**config.mk**
```make
export PLATFORM = sky130hd
export DESIGN_NAME = terminal_input_sequence_parser
export DESIGN_NICKNAME = d
export VERILOG_FILES = /design/src/rtl/tisp_pkg.sv /design/src/rtl/tisp_front.sv /design/src/rtl/tisp_queue.sv /design/src/rtl/tisp_back.sv /design/src/rtl/terminal_input_sequence_parser.sv
export SDC_FILE = /design/constraint.sdc
export NUM_CORES = 1
export LEC_CHECK = 0
export BUFFER_PORTS_ARGS = -buffer_cell sky130_fd_sc_hd__buf_2
export CAP_MARGIN = 20
export CORE_ASPECT_RATIO = 0.6
export CORE_MARGIN = 1.5
export CORE_UTILIZATION = 50
export DETAILED_ROUTE_END_ITERATION = 8
export HOLD_SLACK_MARGIN = 0.08
export PLACE_DENSITY = 0.67
export SLEW_MARGIN = 40
export SYNTH_ARGS = -nofsm -noshare
export SYNTH_HDL_FRONTEND = slang
export SYNTH_SLANG_ARGS = --single-unit
```
**constraint.sdc**
```tcl
create_clock -name clock -period 7.6 [get_ports clock]
set_input_delay 1.9 -clock clock [delete_from_list [all_inputs] [get_ports clock]]
set_output_delay 1.9 -clock clock [all_outputs]
set_load 0.01 [all_outputs]
```
**src/rtl/tisp_pkg.sv**
```systemverilog
`timescale 1ns / 1ps
`default_nettype none
// ----------------------------------------------------------------------------
// tisp_pkg: shared types and constants of the terminal input parser
// Item and result formats, parser modes, key codes and queue sizing.
// ----------------------------------------------------------------------------
package tisp_pkg;

   // CSI parameter storage
   localparam int VALUE_WIDTH = 16;
   localparam int KEPT_PARAMS = 3;
   localparam int CNT_W       = $clog2(KEPT_PARAMS + 1);
   localparam int IDX_W       = (KEPT_PARAMS > 1) ? $clog2(KEPT_PARAMS) : 1;
   localparam int PROD_W      = VALUE_WIDTH + 4;

   // queue between front and back (power of two)
   localparam int QDEPTH = 4;
   localparam int QPTR_W = $clog2(QDEPTH);

   // result kinds
   localparam logic [1:0] KIND_KEY       = 2'd0;
   localparam logic [1:0] KIND_MOUSE     = 2'd1;
   localparam logic [1:0] KIND_PASTE     = 2'd2;
   localparam logic [1:0] KIND_PASTE_END = 2'd3;

   // key codes
   localparam logic [4:0] KEY_CHAR   = 5'd0;
   localparam logic [4:0] KEY_ENTER  = 5'd1;
   localparam logic [4:0] KEY_TAB    = 5'd2;
   localparam logic [4:0] KEY_BSPACE = 5'd3;
   localparam logic [4:0] KEY_ESCAPE = 5'd4;
   localparam logic [4:0] KEY_UP     = 5'd5;
   localparam logic [4:0] KEY_DOWN   = 5'd6;
   localparam logic [4:0] KEY_LEFT   = 5'd7;
   localparam logic [4:0] KEY_RIGHT  = 5'd8;
   localparam logic [4:0] KEY_HOME   = 5'd9;
   localparam logic [4:0] KEY_END    = 5'd10;
   localparam logic [4:0] KEY_INSERT = 5'd11;
   localparam logic [4:0] KEY_DELETE = 5'd12;
   localparam logic [4:0] KEY_PGUP   = 5'd13;
   localparam logic [4:0] KEY_PGDN   = 5'd14;
   localparam logic [4:0] KEY_F1     = 5'd15;
   localparam logic [4:0] KEY_F2     = 5'd16;
   localparam logic [4:0] KEY_F3     = 5'd17;
   localparam logic [4:0] KEY_F4     = 5'd18;

   // modifier bits
   localparam logic [3:0] MOD_NONE = 4'd0;
   localparam logic [3:0] MOD_ALT  = 4'd2;
   localparam logic [3:0] MOD_CTRL = 4'd4;

   // mouse event types
   localparam logic [2:0] MOUSE_PRESS   = 3'd0;
   localparam logic [2:0] MOUSE_RELEASE = 3'd1;
   localparam logic [2:0] MOUSE_MOVE    = 3'd2;
   localparam logic [2:0] MOUSE_WHEEL_U = 3'd3;
   localparam logic [2:0] MOUSE_WHEEL_D = 3'd4;

   // bytes of interest
   localparam logic [7:0] CH_ESC   = 8'h1B;
   localparam logic [7:0] CH_LBRK  = 8'h5B;
   localparam logic [7:0] CH_SS3   = 8'h4F;
   localparam logic [7:0] CH_TILDE = 8'h7E;
   localparam logic [7:0] CH_SEMI  = 8'h3B;
   localparam logic [7:0] CH_LT    = 8'h3C;
   localparam logic [7:0] CH_GT    = 8'h3E;
   localparam logic [7:0] CH_QUES  = 8'h3F;
   localparam logic [7:0] CH_TWO   = 8'h32;
   localparam logic [7:0] CH_ZERO  = 8'h30;
   localparam logic [7:0] CH_ONE   = 8'h31;
   localparam logic [7:0] CH_CR    = 8'h0D;
   localparam logic [7:0] CH_LF    = 8'h0A;
   localparam logic [7:0] CH_HT    = 8'h09;
   localparam logic [7:0] CH_BS    = 8'h08;
   localparam logic [7:0] CH_DEL   = 8'h7F;

   // escape tick action
   localparam logic ACT_BYTE = 1'b0;
   localparam logic ACT_TICK = 1'b1;

   typedef enum logic [2:0] {
      MODE_GROUND = 3'd0,
      MODE_ESC    = 3'd1,
      MODE_CSI    = 3'd2,
      MODE_SS3    = 3'd3,
      MODE_PASTE  = 3'd4,
      MODE_UTF8   = 3'd5
   } mode_type;

   typedef struct packed {
      logic       action;
      logic [7:0] in_byte;
   } req_type;

   typedef struct packed {
      logic [1:0]  kind;
      logic [4:0]  key_code;
      logic [3:0]  modifiers;
      logic [20:0] codepoint;
      logic [2:0]  mouse_type;
      logic [1:0]  mouse_button;
      logic [15:0] mouse_x;
      logic [15:0] mouse_y;
      logic [7:0]  paste_byte;
      logic        last;
   } rsp_type;

   // one queue entry holds all results of one item
   typedef struct packed {
      logic    two;
      rsp_type r0;
      rsp_type r1;
   } entry_type;

endpackage
`default_nettype wire

```
**src/rtl/tisp_front.sv**
```systemverilog
`timescale 1ns / 1ps
`default_nettype none
// ----------------------------------------------------------------------------
// tisp_front: byte classifier and parser state
// Accepts one item a cycle while the result queue is not full, updates the parser state and pushes its results.
// ----------------------------------------------------------------------------
module tisp_front (
   input  wire                    clock,
   input  wire                    reset,
   input  wire                    push,
   output logic                   full,
   input  wire tisp_pkg::req_type req_item,
   input  wire                    q_full,
   output logic                   q_push,
   output tisp_pkg::entry_type    q_entry
);

   typedef struct packed {
      logic                 emit;
      tisp_pkg::rsp_type    rsp;
      tisp_pkg::mode_type   mode;
      logic                 load;
      logic [1:0]           left;
      logic [20:0]          value;
   } gnd_type;

   tisp_pkg::mode_type mode_ff, mode_in;
   logic [1:0]  left_ff, left_in;
   logic [20:0] uval_ff, uval_in;
   logic [tisp_pkg::VALUE_WIDTH-1:0] vals_ff [tisp_pkg::KEPT_PARAMS];
   logic [tisp_pkg::VALUE_WIDTH-1:0] vals_in [tisp_pkg::KEPT_PARAMS];
   logic [tisp_pkg::CNT_W-1:0] cnt_ff, cnt_in;
   logic started_ff, started_in, lt_ff, lt_in, priv_ff, priv_in;
   logic stop_ff, stop_in, ovf_ff, ovf_in;
   logic [2:0] psm_ff, psm_in;
   logic [7:0] win_ff [6];
   logic [7:0] win_in [6];
   logic [2:0] fill_ff, fill_in;
   logic accept;
   logic v0, v1;
   tisp_pkg::rsp_type e0, e1;

   function automatic tisp_pkg::rsp_type mk_key(input logic [4:0] code,
                                                input logic [3:0] mods,
                                                input logic [20:0] cp);
      tisp_pkg::rsp_type r;
      r           = '0;
      r.kind      = tisp_pkg::KIND_KEY;
      r.key_code  = code;
      r.modifiers = mods;
      r.codepoint = cp;
      return r;
   endfunction

   // ground-state handling of one byte
   function automatic gnd_type ground_fn(input logic [7:0] b);
      gnd_type g;
      g      = '0;
      g.mode = tisp_pkg::MODE_GROUND;
      if (b == tisp_pkg::CH_ESC) begin
         g.mode = tisp_pkg::MODE_ESC;
      end else if (b < 8'h20) begin
         g.emit = 1'b1;
         if (b == tisp_pkg::CH_CR || b == tisp_pkg::CH_LF) begin
            g.rsp = mk_key(tisp_pkg::KEY_ENTER, tisp_pkg::MOD_NONE, 21'd0);
         end else if (b == tisp_pkg::CH_HT) begin
            g.rsp = mk_key(tisp_pkg::KEY_TAB, tisp_pkg::MOD_NONE, 21'd0);
         end else if (b == tisp_pkg::CH_BS) begin
            g.rsp = mk_key(tisp_pkg::KEY_BSPACE, tisp_pkg::MOD_NONE, 21'd0);
         end else begin
            g.rsp = mk_key(tisp_pkg::KEY_CHAR, tisp_pkg::MOD_CTRL,
                           21'(b) + 21'h60);
         end
      end else if (b == tisp_pkg::CH_DEL) begin
         g.emit = 1'b1;
         g.rsp  = mk_key(tisp_pkg::KEY_BSPACE, tisp_pkg::MOD_NONE, 21'd0);
      end else if (b[7]) begin
         if (b[7:5] == 3'b110) begin
            g.load = 1'b1; g.left = 2'd1; g.value = {16'd0, b[4:0]};
         end else if (b[7:4] == 4'b1110) begin
            g.load = 1'b1; g.left = 2'd2; g.value = {17'd0, b[3:0]};
         end else if (b[7:3] == 5'b11110) begin
            g.load = 1'b1; g.left = 2'd3; g.value = {18'd0, b[2:0]};
         end
         if (g.load) begin
            g.mode = tisp_pkg::MODE_UTF8;
         end
      end else begin
         g.emit = 1'b1;
         g.rsp  = mk_key(tisp_pkg::KEY_CHAR, tisp_pkg::MOD_NONE, 21'(b));
      end
      return g;
   endfunction

   assign full   = q_full;
   assign accept = push && !q_full;

   // classify the beat and compute next state and results
   always_comb begin
      logic [7:0] b;
      gnd_type g;
      logic first;
      logic [tisp_pkg::IDX_W-1:0] idx;
      logic [tisp_pkg::PROD_W-1:0] prod;
      logic [tisp_pkg::VALUE_WIDTH-1:0] p0, raw, p1;
      logic [3:0] mods, mm;
      logic [7:0] nw [6];
      logic wmatch;
      b          = req_item.in_byte;
      g          = '0;
      mode_in    = mode_ff;
      left_in    = left_ff;
      uval_in    = uval_ff;
      vals_in    = vals_ff;
      cnt_in     = cnt_ff;
      started_in = started_ff;
      lt_in      = lt_ff;
      priv_in    = priv_ff;
      stop_in    = stop_ff;
      ovf_in     = ovf_ff;
      psm_in     = psm_ff;
      win_in     = win_ff;
      fill_in    = fill_ff;
      v0         = 1'b0;
      v1         = 1'b0;
      e0         = '0;
      e1         = '0;
      first      = !started_ff;
      idx        = cnt_ff[tisp_pkg::IDX_W-1:0];
      prod       = ({4'd0, vals_ff[idx]} << 3) + ({4'd0, vals_ff[idx]} << 1)
                   + tisp_pkg::PROD_W'(b[3:0]);
      p0         = lt_ff ? '0 : vals_ff[0];
      raw        = vals_ff[0];
      p1         = vals_ff[1];
      mods       = (p1 <= tisp_pkg::VALUE_WIDTH'(1)) ? 4'd0 : 4'(p1 - 1'b1);
      mm         = {1'b0, raw[4], raw[3], raw[2]};
      nw         = win_ff;
      nw[fill_ff] = b;
      wmatch     = nw[0] == tisp_pkg::CH_ESC && nw[1] == tisp_pkg::CH_LBRK &&
                   nw[2] == tisp_pkg::CH_TWO && nw[3] == tisp_pkg::CH_ZERO &&
                   nw[4] == tisp_pkg::CH_ONE && nw[5] == tisp_pkg::CH_TILDE;
      if (accept) begin
         if (req_item.action == tisp_pkg::ACT_TICK) begin
            // resolve a pending bare escape
            if (mode_ff == tisp_pkg::MODE_ESC) begin
               mode_in = tisp_pkg::MODE_GROUND;
               v0      = 1'b1;
               e0      = mk_key(tisp_pkg::KEY_ESCAPE, tisp_pkg::MOD_NONE, 21'd0);
            end
         end else begin
            unique case (mode_ff)
               tisp_pkg::MODE_ESC: begin
                  if (b == tisp_pkg::CH_LBRK) begin
                     vals_in    = '{default: '0};
                     cnt_in     = '0;
                     started_in = 1'b0;
                     lt_in      = 1'b0;
                     priv_in    = 1'b0;
                     stop_in    = 1'b0;
                     ovf_in     = 1'b0;
                     psm_in     = 3'd0;
                     mode_in    = tisp_pkg::MODE_CSI;
                  end else if (b == tisp_pkg::CH_SS3) begin
                     mode_in = tisp_pkg::MODE_SS3;
                  end else begin
                     mode_in = tisp_pkg::MODE_GROUND;
                     v0      = 1'b1;
                     if (b == tisp_pkg::CH_CR || b == tisp_pkg::CH_LF) begin
                        e0 = mk_key(tisp_pkg::KEY_ENTER, tisp_pkg::MOD_ALT, 21'd0);
                     end else if (b >= 8'h20 && b < 8'h7F) begin
                        e0 = mk_key(tisp_pkg::KEY_CHAR, tisp_pkg::MOD_ALT, 21'(b));
                     end else begin
                        // escape key, then the byte as in ground state
                        e0 = mk_key(tisp_pkg::KEY_ESCAPE, tisp_pkg::MOD_NONE, 21'd0);
                        g  = ground_fn(b);
                        mode_in = g.mode;
                        if (g.load) begin
                           left_in = g.left;
                           uval_in = g.value;
                        end
                        v1 = g.emit;
                        e1 = g.rsp;
                     end
                  end
               end
               tisp_pkg::MODE_CSI: begin
                  if ((b >= 8'h30 && b <= 8'h39) || b == tisp_pkg::CH_SEMI ||
                      b == tisp_pkg::CH_LT || b == tisp_pkg::CH_GT ||
                      b == tisp_pkg::CH_QUES || (b >= 8'h20 && b <= 8'h2F)) begin
                     // collect parameter or intermediate byte
                     started_in = 1'b1;
                     if (psm_ff < 3'd3 &&
                         b == ((psm_ff == 3'd0) ? tisp_pkg::CH_TWO : tisp_pkg::CH_ZERO)) begin
                        psm_in = psm_ff + 3'd1;
                     end else begin
                        psm_in = 3'd7;
                     end
                     if (b == tisp_pkg::CH_SEMI) begin
                        if (cnt_ff < tisp_pkg::CNT_W'(tisp_pkg::KEPT_PARAMS)) begin
                           cnt_in = cnt_ff + 1'b1;
                        end
                        stop_in = 1'b0;
                        ovf_in  = 1'b0;
                     end else if (b >= 8'h30 && b <= 8'h39) begin
                        if (!(stop_ff || ovf_ff) &&
                            cnt_ff < tisp_pkg::CNT_W'(tisp_pkg::KEPT_PARAMS)) begin
                           if (|prod[tisp_pkg::PROD_W-1:tisp_pkg::VALUE_WIDTH]) begin
                              ovf_in       = 1'b1;
                              vals_in[idx] = '0;
                           end else begin
                              vals_in[idx] = prod[tisp_pkg::VALUE_WIDTH-1:0];
                           end
                        end
                     end else if (first && b == tisp_pkg::CH_LT) begin
                        lt_in = 1'b1;
                     end else begin
                        if (first && (b == tisp_pkg::CH_GT || b == tisp_pkg::CH_QUES)) begin
                           priv_in = 1'b1;
                        end
                        stop_in = 1'b1;
                     end
                  end else if (b >= 8'h40 && b <= 8'h7E) begin
                     // final byte: dispatch the sequence
                     mode_in = tisp_pkg::MODE_GROUND;
                     if (lt_ff && (b == 8'h4D || b == 8'h6D)) begin
                        if (cnt_ff >= tisp_pkg::CNT_W'(2)) begin
                           v0            = 1'b1;
                           e0            = '0;
                           e0.kind       = tisp_pkg::KIND_MOUSE;
                           e0.modifiers  = mm;
                           e0.mouse_x    = 16'(vals_ff[1]);
                           e0.mouse_y    = 16'(vals_ff[2]);
                           if (raw[6] && raw[1:0] == 2'd0) begin
                              e0.mouse_type = tisp_pkg::MOUSE_WHEEL_U;
                           end else if (raw[6] && raw[1:0] == 2'd1) begin
                              e0.mouse_type = tisp_pkg::MOUSE_WHEEL_D;
                           end else begin
                              e0.mouse_button = raw[1:0];
                              if (raw[5]) begin
                                 e0.mouse_type = tisp_pkg::MOUSE_MOVE;
                              end else if (b == 8'h6D) begin
                                 e0.mouse_type = tisp_pkg::MOUSE_RELEASE;
                              end else begin
                                 e0.mouse_type = tisp_pkg::MOUSE_PRESS;
                              end
                           end
                        end
                     end else if (b == tisp_pkg::CH_TILDE && psm_ff == 3'd3) begin
                        mode_in = tisp_pkg::MODE_PASTE;
                        fill_in = 3'd0;
                     end else if (b == 8'h75) begin
                        v0 = 1'b1;
                        if (p0 == tisp_pkg::VALUE_WIDTH'(13)) begin
                           e0 = mk_key(tisp_pkg::KEY_ENTER, mods, 21'd0);
                        end else if (p0 == tisp_pkg::VALUE_WIDTH'(9)) begin
                           e0 = mk_key(tisp_pkg::KEY_TAB, mods, 21'd0);
                        end else if (p0 == tisp_pkg::VALUE_WIDTH'(127)) begin
                           e0 = mk_key(tisp_pkg::KEY_BSPACE, mods, 21'd0);
                        end else if (p0 == tisp_pkg::VALUE_WIDTH'(27)) begin
                           e0 = mk_key(tisp_pkg::KEY_ESCAPE, mods, 21'd0);
                        end else if (p0 >= tisp_pkg::VALUE_WIDTH'(32) &&
                                     p0 <= tisp_pkg::VALUE_WIDTH'(17'hFFFF)) begin
                           e0 = mk_key(tisp_pkg::KEY_CHAR, mods, 21'(p0));
                        end else begin
                           v0 = 1'b0;
                        end
                     end else if (!priv_ff) begin
                        v0 = 1'b1;
                        priority case (b)
                           8'h41: e0 = mk_key(tisp_pkg::KEY_UP, mods, 21'd0);
                           8'h42: e0 = mk_key(tisp_pkg::KEY_DOWN, mods, 21'd0);
                           8'h43: e0 = mk_key(tisp_pkg::KEY_RIGHT, mods, 21'd0);
                           8'h44: e0 = mk_key(tisp_pkg::KEY_LEFT, mods, 21'd0);
                           8'h48: e0 = mk_key(tisp_pkg::KEY_HOME, mods, 21'd0);
                           8'h46: e0 = mk_key(tisp_pkg::KEY_END, mods, 21'd0);
                           tisp_pkg::CH_TILDE: begin
                              if (p0 >= tisp_pkg::VALUE_WIDTH'(32)) begin
                                 v0 = 1'b0;
                              end else begin
                                 unique case (p0[4:0])
                                    5'd1: e0 = mk_key(tisp_pkg::KEY_HOME, mods, 21'd0);
                                    5'd2: e0 = mk_key(tisp_pkg::KEY_INSERT, mods, 21'd0);
                                    5'd3: e0 = mk_key(tisp_pkg::KEY_DELETE, mods, 21'd0);
                                    5'd4: e0 = mk_key(tisp_pkg::KEY_END, mods, 21'd0);
                                    5'd5: e0 = mk_key(tisp_pkg::KEY_PGUP, mods, 21'd0);
                                    5'd6: e0 = mk_key(tisp_pkg::KEY_PGDN, mods, 21'd0);
                                    5'd11, 5'd12, 5'd13, 5'd14, 5'd15:
                                       e0 = mk_key(p0[4:0] + 5'd4, mods, 21'd0);
                                    5'd17, 5'd18, 5'd19, 5'd20, 5'd21:
                                       e0 = mk_key(p0[4:0] + 5'd3, mods, 21'd0);
                                    5'd23, 5'd24:
                                       e0 = mk_key(p0[4:0] + 5'd2, mods, 21'd0);
                                    default: v0 = 1'b0;
                                 endcase
                              end
                           end
                           default: v0 = 1'b0;
                        endcase
                     end
                  end else begin
                     // abort the sequence and drop the byte
                     mode_in = tisp_pkg::MODE_GROUND;
                  end
               end
               tisp_pkg::MODE_SS3: begin
                  mode_in = tisp_pkg::MODE_GROUND;
                  v0      = 1'b1;
                  priority case (b)
                     8'h41: e0 = mk_key(tisp_pkg::KEY_UP, tisp_pkg::MOD_NONE, 21'd0);
                     8'h42: e0 = mk_key(tisp_pkg::KEY_DOWN, tisp_pkg::MOD_NONE, 21'd0);
                     8'h43: e0 = mk_key(tisp_pkg::KEY_RIGHT, tisp_pkg::MOD_NONE, 21'd0);
                     8'h44: e0 = mk_key(tisp_pkg::KEY_LEFT, tisp_pkg::MOD_NONE, 21'd0);
                     8'h48: e0 = mk_key(tisp_pkg::KEY_HOME, tisp_pkg::MOD_NONE, 21'd0);
                     8'h46: e0 = mk_key(tisp_pkg::KEY_END, tisp_pkg::MOD_NONE, 21'd0);
                     8'h50: e0 = mk_key(tisp_pkg::KEY_F1, tisp_pkg::MOD_NONE, 21'd0);
                     8'h51: e0 = mk_key(tisp_pkg::KEY_F2, tisp_pkg::MOD_NONE, 21'd0);
                     8'h52: e0 = mk_key(tisp_pkg::KEY_F3, tisp_pkg::MOD_NONE, 21'd0);
                     8'h53: e0 = mk_key(tisp_pkg::KEY_F4, tisp_pkg::MOD_NONE, 21'd0);
                     default: v0 = 1'b0;
                  endcase
               end
               tisp_pkg::MODE_PASTE: begin
                  // slide the six-byte window, watch for the end marker
                  if (fill_ff >= 3'd5) begin
                     v0 = 1'b1;
                     e0 = '0;
                     if (wmatch) begin
                        e0.kind = tisp_pkg::KIND_PASTE_END;
                        fill_in = 3'd0;
                        mode_in = tisp_pkg::MODE_GROUND;
                     end else begin
                        e0.kind       = tisp_pkg::KIND_PASTE;
                        e0.paste_byte = nw[0];
                        for (int i = 0; i < 5; i++) begin
                           win_in[i] = nw[i+1];
                        end
                        win_in[5] = nw[5];
                        fill_in   = 3'd5;
                     end
                  end else begin
                     win_in  = nw;
                     fill_in = fill_ff + 3'd1;
                  end
               end
               tisp_pkg::MODE_UTF8: begin
                  if (b[7:6] != 2'b10) begin
                     // broken sequence: restart in ground state
                     g       = ground_fn(b);
                     left_in = g.load ? g.left : 2'd0;
                     uval_in = g.load ? g.value : 21'd0;
                     mode_in = g.mode;
                     v0      = g.emit;
                     e0      = g.rsp;
                  end else begin
                     uval_in = {uval_ff[14:0], b[5:0]};
                     left_in = (left_ff > 2'd0) ? left_ff - 2'd1 : 2'd0;
                     if (left_ff <= 2'd1) begin
                        uval_in = 21'd0;
                        mode_in = tisp_pkg::MODE_GROUND;
                        v0      = {uval_ff[14:0], b[5:0]} != 21'd0;
                        e0      = mk_key(tisp_pkg::KEY_CHAR, tisp_pkg::MOD_NONE,
                                         {uval_ff[14:0], b[5:0]});
                     end
                  end
               end
               default: begin
                  g       = ground_fn(b);
                  mode_in = g.mode;
                  if (g.load) begin
                     left_in = g.left;
                     uval_in = g.value;
                  end
                  v0 = g.emit;
                  e0 = g.rsp;
               end
            endcase
         end
      end
      e0.last = !v1;
      e1.last = 1'b1;
   end

   assign q_push  = accept && v0;
   assign q_entry = '{two: v1, r0: e0, r1: e1};

   // hold parser state
   always_ff @(posedge clock) begin
      if (reset) begin
         mode_ff    <= tisp_pkg::MODE_GROUND;
         left_ff    <= '0;
         uval_ff    <= '0;
         vals_ff    <= '{default: '0};
         cnt_ff     <= '0;
         started_ff <= 1'b0;
         lt_ff      <= 1'b0;
         priv_ff    <= 1'b0;
         stop_ff    <= 1'b0;
         ovf_ff     <= 1'b0;
         psm_ff     <= '0;
         fill_ff    <= '0;
      end else begin
         mode_ff    <= mode_in;
         left_ff    <= left_in;
         uval_ff    <= uval_in;
         vals_ff    <= vals_in;
         cnt_ff     <= cnt_in;
         started_ff <= started_in;
         lt_ff      <= lt_in;
         priv_ff    <= priv_in;
         stop_ff    <= stop_in;
         ovf_ff     <= ovf_in;
         psm_ff     <= psm_in;
         fill_ff    <= fill_in;
      end
   end

   // paste window carries data only
   always_ff @(posedge clock) begin
      win_ff <= win_in;
   end

endmodule
`default_nettype wire

```
**src/rtl/tisp_queue.sv**
```systemverilog
`timescale 1ns / 1ps
`default_nettype none
// ----------------------------------------------------------------------------
// tisp_queue: result entry queue
// Small register queue between the parser front and the output back.
// ----------------------------------------------------------------------------
module tisp_queue (
   input  wire                      clock,
   input  wire                      reset,
   input  wire                      push,
   output logic                     full,
   input  wire tisp_pkg::entry_type wr_entry,
   input  wire                      pop,
   output logic                     empty,
   output tisp_pkg::entry_type      head
);

   tisp_pkg::entry_type mem_ff [tisp_pkg::QDEPTH];
   logic [tisp_pkg::QPTR_W-1:0] wr_ff, wr_in, rd_ff, rd_in;
   logic [tisp_pkg::QPTR_W:0] cnt_ff, cnt_in;
   logic do_push, do_pop;

   assign full    = cnt_ff == (tisp_pkg::QPTR_W+1)'(tisp_pkg::QDEPTH);
   assign empty   = cnt_ff == '0;
   assign do_push = push && !full;
   assign do_pop  = pop && !empty;
   assign head    = mem_ff[rd_ff];

   // advance pointers and count
   always_comb begin
      wr_in  = do_push ? wr_ff + 1'b1 : wr_ff;
      rd_in  = do_pop ? rd_ff + 1'b1 : rd_ff;
      cnt_in = cnt_ff + (tisp_pkg::QPTR_W+1)'(do_push) - (tisp_pkg::QPTR_W+1)'(do_pop);
   end

   always_ff @(posedge clock) begin
      if (reset) begin
         wr_ff  <= '0;
         rd_ff  <= '0;
         cnt_ff <= '0;
      end else begin
         wr_ff  <= wr_in;
         rd_ff  <= rd_in;
         cnt_ff <= cnt_in;
      end
   end

   // store the pushed beat
   always_ff @(posedge clock) begin
      if (do_push) begin
         mem_ff[wr_ff] <= wr_entry;
      end
   end

   a_cnt_bound: assert property (@(posedge clock) disable iff (reset)
      cnt_ff <= (tisp_pkg::QPTR_W+1)'(tisp_pkg::QDEPTH))
      else $error("queue count beyond depth");

   a_cnt_up: assert property (@(posedge clock) disable iff (reset)
      (push && !full && !(pop && !empty)) |=> cnt_ff == $past(cnt_ff) + 1'b1)
      else $error("queue count did not rise on push");

   a_cnt_dn: assert property (@(posedge clock) disable iff (reset)
      (pop && !empty && !(push && !full)) |=> cnt_ff == $past(cnt_ff) - 1'b1)
      else $error("queue count did not fall on pop");

endmodule
`default_nettype wire

```
**src/rtl/tisp_back.sv**
```systemverilog
`timescale 1ns / 1ps
`default_nettype none
// ----------------------------------------------------------------------------
// tisp_back: result sequencer
// Delivers the one or two results of each queue entry in order.
// ----------------------------------------------------------------------------
module tisp_back (
   input  wire                      clock,
   input  wire                      reset,
   input  wire                      q_empty,
   input  wire tisp_pkg::entry_type q_head,
   output logic                     q_pop,
   output logic                     empty,
   input  wire                      pop,
   output tisp_pkg::rsp_type        rsp_item
);

   logic sel_ff, sel_in;
   logic take;

   assign empty    = q_empty;
   assign rsp_item = sel_ff ? q_head.r1 : q_head.r0;
   assign take     = pop && !q_empty;
   assign q_pop    = take && (sel_ff || !q_head.two);

   // step to the second result or to the next entry
   always_comb begin
      sel_in = sel_ff;
      if (take) begin
         sel_in = q_head.two && !sel_ff;
      end
   end

   always_ff @(posedge clock) begin
      if (reset) begin
         sel_ff <= 1'b0;
      end else begin
         sel_ff <= sel_in;
      end
   end

endmodule
`default_nettype wire

```
**src/rtl/terminal_input_sequence_parser.sv**
```systemverilog
`timescale 1ns / 1ps
`default_nettype none
// ----------------------------------------------------------------------------
// terminal_input_sequence_parser: terminal byte stream to key/mouse events
// Front parser, four-entry result queue and an output sequencer.
// ----------------------------------------------------------------------------
// Takes one byte or escape-timeout tick per cycle while full is low; the
// parser state updates in the cycle the beat is taken, and its results are
// registered into the queue and reach rsp_item in order. Each beat yields
// zero, one or two results, which wait as one entry in a four-entry queue;
// full rises only when four entries wait. A two-result beat (escape
// followed by a control byte) holds the output for both results, so one
// beat per cycle is sustained while beats yield at most one result and
// pop stays high. Results appear on rsp_item while empty is low and leave on pop.
module terminal_input_sequence_parser (
   input  wire                    clock,
   input  wire                    reset,
   input  wire                    push,
   output logic                   full,
   input  wire tisp_pkg::req_type req_item,
   output logic                   empty,
   input  wire                    pop,
   output tisp_pkg::rsp_type      rsp_item
);

   logic q_push, q_full, q_pop, q_empty;
   tisp_pkg::entry_type q_entry, q_head;

   tisp_front u_front (
      .clock    (clock),
      .reset    (reset),
      .push     (push),
      .full     (full),
      .req_item (req_item),
      .q_full   (q_full),
      .q_push   (q_push),
      .q_entry  (q_entry)
   );

   tisp_queue u_queue (
      .clock    (clock),
      .reset    (reset),
      .push     (q_push),
      .full     (q_full),
      .wr_entry (q_entry),
      .pop      (q_pop),
      .empty    (q_empty),
      .head     (q_head)
   );

   tisp_back u_back (
      .clock    (clock),
      .reset    (reset),
      .q_empty  (q_empty),
      .q_head   (q_head),
      .q_pop    (q_pop),
      .empty    (empty),
      .pop      (pop),
      .rsp_item (rsp_item)
   );

endmodule
`default_nettype wire
```
==> flow_summary.yaml, run 1 <==
synthesis:
  synth_top_area_cell: "edfxtp_1"
  ys_warn_count: 0
  netlist_top_cells_area: "edfxtp_1 51%, mux4_2 8.5%, dfxtp_1 7.6%"
  synthDominantCellAreaShare_pct: 51.4
  synth_cell_types: 87
  synth-edff-count: 412
  avgSynthCellArea_sq_um: 12.9
  async_flop_share_pct: 0
  yosysMostFrequentCell: "edfxtp_1"
  synth.yosys.seq_area_share_pct: 59.0
  ys_seq_elements: 503
  synthFlopType: "edfxtp_1"
  netlist_instances: 1872
  synth_area_sq_um: 24100
  synth_common_cells: "412 x edfxtp_1, 153 x nand2_1, 132 x nor2_1, 111 x and2_1"
floorplan:
  ios: 93
  fp.dieW_um: 286
  floorplan.initialDensity_pct: 50.5
  die_h_um: 173
  core_area_sq_um: 47700
  rows: 62
  die-area_sq_um: 49500
final_layout:
  drive_gt1_share_pct: 16.7
  nNetsFinal: 1996
  area_growth_pct: 11.1
  multi_input_area_sq_um: 9310
  ff_latch_area_sq_um: 14200
  fill_cells: 3844
global_route:
  grt_max_degree: 92
  overflow: 0
  antenna_found_initial: 1
  grt_first_pass_wirelength_um: 98800
  grt_pass1_vias: 15500
  grt_util_all_layers_pct: 26.3
setup_path:
  startpoint_type: "primary input"
  arrival_ps: 5660
  worstSetupPathType: "primary input to flip-flop"
  r2r_slack_ps: 2790
  critPathMaxFanout: 46
  required_ps: 7860
  endpoint_kind: "flip-flop"
pwr:
  p_per_area_nw_per_um2: 240
  p_leak_nw: 9.12
  total_power_mw: 6.41
  ir_drop_uv: 186
timing:
  slew_headroom_pct: 42.1
  rsz0062_at_grt: "false"
  finalSetupViolCount: 0
  final.setup.tns_ps: 0
  drv_slew: 0
  worst_pin_slew_ps: 863
  finalHoldViolations: 0
  fin_skew_ps: 31.8
  fin_crit_sh_pct: 71.1
  fmax_mhz: 185
  fin_crit_ps: 5400
clock_network:
  cts-root-buf: "clkbuf_16"
  cts_sinks: 503
  cts_tree: "done"
  clk_latency_ps: 590
  cts_max_path_buffers: 3
  path_clk_slew_ps: 60
  cts_setup_buffers: 0
  h-tree-depth: 2
  cts_made_buffers: 47
  ctsHoldBuffers: 0
  cts.repair.resized: 0
route:
  wl_per_cell_um: 24.9
  vias: 16400
  drt_iter0_markers: 2243
  first_pass_iters: 6
  via_per_inst: 6.29
  routed_wl_um: 64900
  drc: 0
  antenna_left: 0
placed_design:
  portBuffers: 92
  dp.final_hpwl_um: 44200
  gp_congestion: 0.977
outcome:
  outcome: "complete, no violations"
hold_path:
  hold_path.class: "flip-flop to flip-flop"
job:
  cap_violations: 0
-- worst max-delay path, cell delays in order --
cell and delay (ps):
buf_2 650, nand2_1 360, nor4_1 700, o21a_1 270, nor2_1 80, o31ai_4 520
and2_4 740, buf_4 330
-- flip-flops by register name, indices dropped and copies added, names as in the netlist, named ones only --
| name | flops |
|---|---|
| u_front.started_ff | 1 |
| u_front.win_ff | 48 |
| u_front.lt_ff | 1 |
| u_queue.cnt_ff | 3 |
| u_front.ovf_ff | 1 |
| u_front.stop_ff | 1 |
| u_queue.rd_ff | 2 |
| u_back.sel_ff | 1 |
| u_queue.wr_ff | 2 |
| u_front.left_ff | 2 |
| u_front.mode_ff | 3 |
| u_front.psm_ff | 3 |
| u_queue.mem_ff | 364 |
| u_front.cnt_ff | 2 |
| u_front.priv_ff | 1 |
| u_front.vals_ff | 48 |
| u_front.uval_ff | 15 |
| u_front.fill_ff | 3 |
-- metal layers --
layer  vias up  GRT usage (%)  part of all wire (%)
met2       801           34.6                    40
met1      8220           43.6                    48
met5         -              0                     0
met4         0           4.61                   1.4
met3        81           6.32                    10
li1       7302              -                     -
-- power by group --
part	internal, mW	switching (mW)	leakage, nW
Combinational	0.485	0.572	3.90
Clock	1.25	1.05	0.706
Sequential	3.03	0.0318	4.51
-- cell usage in the layout (no fill, tap or decap), drive strengths merged, types with 8 or more instances in the layout --
cell	n
nor3	41
buf	123
a21oi	82
o211ai	12
nand3b	10
o22ai	47
a22o	58
or4	11
dfxtp	91
o21ai	57
nand2	153
nand4	16
a21o	16
nor2	132
nor2b	22
mux2i	28
o21a	9
a31oi	10
ha	52
inv	45
and2	111
nor4	18
o31ai	8
edfxtp	412
clkbuf	57
xnor2	16
nand2b	24
and3	16
xor2	8
nor3b	9
mux4	91
clkinv	17
or3	12
nand3	27
a211oi	17
-- area by class of cell --
class                      count  share of cell area (%)
clock inverter                29                    1.02
timing repair buffer         123                    2.95
inverter                      42                   0.589
tap                          640                    2.99
antenna                        1                 0.00936
multi-input combinational   1211                    34.8
sequential                   503                    53.1
clock buffer                  57                    4.54
-- metrics by stage --
step / utilization (%) / hold slack (ps) / instance area, sq um / setup WS [ps] / std cells
5_1_grt: 56.1 / 492 / 26700 / 2110 / 2605
3_5_place_dp: 52.8 / 463 / 25200 / 1710 / 2517
4_1_cts: 55.9 / 475 / 26700 / 2330 / 2603
3_3_place_gp: 52.8 / 460 / 25200 / 1800 / 2516
6_report: 56.1 / 477 / 26700 / 2200 / 2606
2_1_floorplan: - / 440 / 24100 / 912 / 1875
-- path summary, 6_finish.rpt --
check | from | endpoint | cells past startpoint
setup reg to reg | u_front.vals_ff[34]$_SDFFE_PP0P_ | u_front.vals_ff[3]$_SDFFE_PP0P_ | 13
hold / removal | u_front.uval_ff[11]$_SDFFE_PP0P_ | u_front.uval_ff[11]$_SDFFE_PP0P_ | 2
setup / recovery | req_item[2] | u_queue.mem_ff[3][131]$_DFFE_PP_ | 8
hold reg to reg | u_front.uval_ff[11]$_SDFFE_PP0P_ | u_front.uval_ff[11]$_SDFFE_PP0P_ | 2
-- cells by family after synthesis --
kind of cell,Yosys count,synth area share [%]
and+or+nand+nor,635,14.0
buffers and inverters,161,2.66
adders and majority gates,55,2.95
AOI/OAI and AO/OA,368,10.6
DFF,503,59.0
xor gates and xnor gates,24,0.873
other,1,0.0156
muxes,125,9.97
Note: power is estimated with default switching activity, not from simulation.
==> run 2, diff against run 1 <==
--- a/config.mk
+++ b/config.mk
@@ -12,7 +12,7 @@
 export CORE_UTILIZATION = 50
 export DETAILED_ROUTE_END_ITERATION = 8
 export HOLD_SLACK_MARGIN = 0.08
-export PLACE_DENSITY = 0.67
+export PLACE_DENSITY = 0.69
 export SLEW_MARGIN = 40
 export SYNTH_ARGS = -nofsm -noshare
 export SYNTH_HDL_FRONTEND = slang
==> constraint.sdc (replaced) <==
create_clock -name clock -period 4.8 [get_ports clock]
set_input_delay 1.2 -clock clock [delete_from_list [all_inputs] [get_ports clock]]
set_output_delay 1.2 -clock clock [all_outputs]
set_load 0.01 [all_outputs]
==> run 2 against run 1 <==
Final area is 2.3% higher. Register-to-register slack worse by 2200 ps. Critical path depth is 7 higher. Clock skew is 2.6 ps lower. Power is 60% higher. Via count is 2.6% higher. Non-clock buffer count is 75 higher.
==> flow_summary.yaml, run 2 (same netlist as run 1, synthesis figures left out) <==
timing:
  slew_headroom_pct: 41.4
  final.setup.tns_ps: 0
  fin_skew_ps: 29.2
  rsz0062_at_grt: "false"
  fin_crit_ps: 4260
  drv_slew: 0
  fmax_mhz: 235
  worst_pin_slew_ps: 872
  finalHoldViolations: 0
  fin_ws_ps: 541
  fin_crit_sh_pct: 88.7
  hold_ws_ps: 471
  finalSetupViolCount: 0
global_route:
  grt_first_pass_wirelength_um: 102000
  grt_util_all_layers_pct: 27.3
  antenna_found_initial: 0
  grt_max_degree: 62
  grt_pass1_vias: 15900
  overflow: 0
placed_design:
  place_inst: 2594
  pre_cts_ws_ps: 157
  gp_congestion: 0.966
  dp.final_hpwl_um: 47700
  portBuffers: 92
clock_network:
  cts-root-buf: "clkbuf_16"
  cts.repair.resized: 0
  cts_sinks: 503
  cts_max_path_buffers: 3
  h-tree-depth: 2
  path_clk_slew_ps: 60
  cts_made_buffers: 46
  clk_latency_ps: 590
  cts_tree: "done"
  cts_setup_buffers: 0
  ctsHoldBuffers: 0
route:
  vias: 16800
  wl_per_cell_um: 25.3
  routed_wl_um: 67700
  antenna_left: 0
  drt_iter0_markers: 2224
  first_pass_iters: 6
  drc: 0
  via_per_inst: 6.29
final_layout:
  drive_gt1_share_pct: 19.3
  fin_cells: 2676
  biggestRegsByFlops: "u_queue.mem_ff (364), u_front.vals_ff (48), u_front.win_ff (48)"
  antenna_cells: 0
  area_growth_pct: 13.6
  largest_register_ffs: 364
  nNetsFinal: 2070
  mostFrequentLayoutCell: "edfxtp_1"
  final_cell_mix: "412 x edfxtp_1, 153 x nand2_1, 132 x nor2_1"
  largest_register: "u_queue.mem_ff"
  utilization_pct: 57.3
pwr:
  ir_drop_uv: 359
  p_leak_nw: 9.55
  p_per_area_nw_per_um2: 375
setup_path:
  critPathMaxFanout: 14
  worstSetupPathType: "flip-flop to flip-flop"
  required_ps: 5330
  startpoint_type: "flip-flop"
  rr_endpoint: "u_front.vals_ff[4]$_SDFFE_PP0P_"
  worstRegToRegCells: 15
  endpoint_kind: "flip-flop"
  r2r_slack_ps: 540
  crit_path_end: "u_front.vals_ff[4]$_SDFFE_PP0P_"
  arrival_ps: 4790
  crit_start: "u_front.cnt_ff[0]$_SDFFE_PP0P_"
  reg2reg_from: "u_front.cnt_ff[0]$_SDFFE_PP0P_"
outcome:
  outcome: "complete, no violations"
floorplan:
  die_h_um: 173
  ios: 93
  rows: 62
  floorplan.initialDensity_pct: 50.5
  core_area_sq_um: 47700
  fp.dieW_um: 286
  die-area_sq_um: 49500
job:
  cap_violations: 0
hold_path:
  hold_path.class: "flip-flop to flip-flop"
[run 2: per-layer routing]
metal	wire length, um	vias up	GRT usage [%]
li1	-	7441	-
met1	32200	8479	44.2
met2	27000	846	36.1
met3	7730	67	8.63
met4	826	0	4.06
met5	0	-	0
[run 2: where the power goes]
| part | switching [mW] | internal [mW] |
|---|---|---|
| clock | 1.66 | 2.00 |
| combinational | 0.931 | 0.803 |
| sequential | 0.0844 | 4.79 |
[run 2: worst min path at each step]
stage / startpoint / to / slack [ps] / depth (start not counted)
final: u_front.uval_ff[14]$_SDFFE_PP0P_ / u_front.uval_ff[14]$_SDFFE_PP0P_ / 470 / 2
after global routing: u_front.uval_ff[11]$_SDFFE_PP0P_ / u_front.uval_ff[11]$_SDFFE_PP0P_ / 490 / 2
after CTS: u_front.uval_ff[14]$_SDFFE_PP0P_ / u_front.uval_ff[14]$_SDFFE_PP0P_ / 470 / 2
after detailed placement: u_front.uval_ff[14]$_SDFFE_PP0P_ / u_front.uval_ff[14]$_SDFFE_PP0P_ / 460 / 2
after global placement: u_front.uval_ff[14]$_SDFFE_PP0P_ / u_front.uval_ff[14]$_SDFFE_PP0P_ / 450 / 2
after floorplan: u_front.uval_ff[11]$_SDFFE_PP0P_ / u_front.uval_ff[11]$_SDFFE_PP0P_ / 440 / 2
[run 2: critical path, stage by stage, from the launching register on]
cell	delay, ps
dfxtp_1	490
buf_4	290
mux2i_1	200
o22ai_1	200
ha_1	360
ha_1	200
inv_1	80
fa_1	420
nor2b_1	170
o2111ai_1	150
a211o_1	320
a211oi_1	210
o21ai_1	140
nor4b_4	520
buf_4	290
a22o_1	150
[run 2: layout make-up]
cell class / count / area, sq um
Tap cell: 640 / 801
Multi-Input combinational cell: 1211 / 9300
Clock inverter: 29 / 303
Timing Repair Buffer: 198 / 1420
Sequential cell: 503 / 14200
Clock buffer: 53 / 1180
Inverter: 42 / 158
Fill cell: 3844 / 20400
[run 2: metrics by stage]
stage	cell area, sq um	total power [mW]
after floorplan	24100	6.04
after global placement	25900	6.69
after detailed placement	25900	6.71
after CTS	27300	10.3
after global routing	27400	10.6
final	27400	10.3
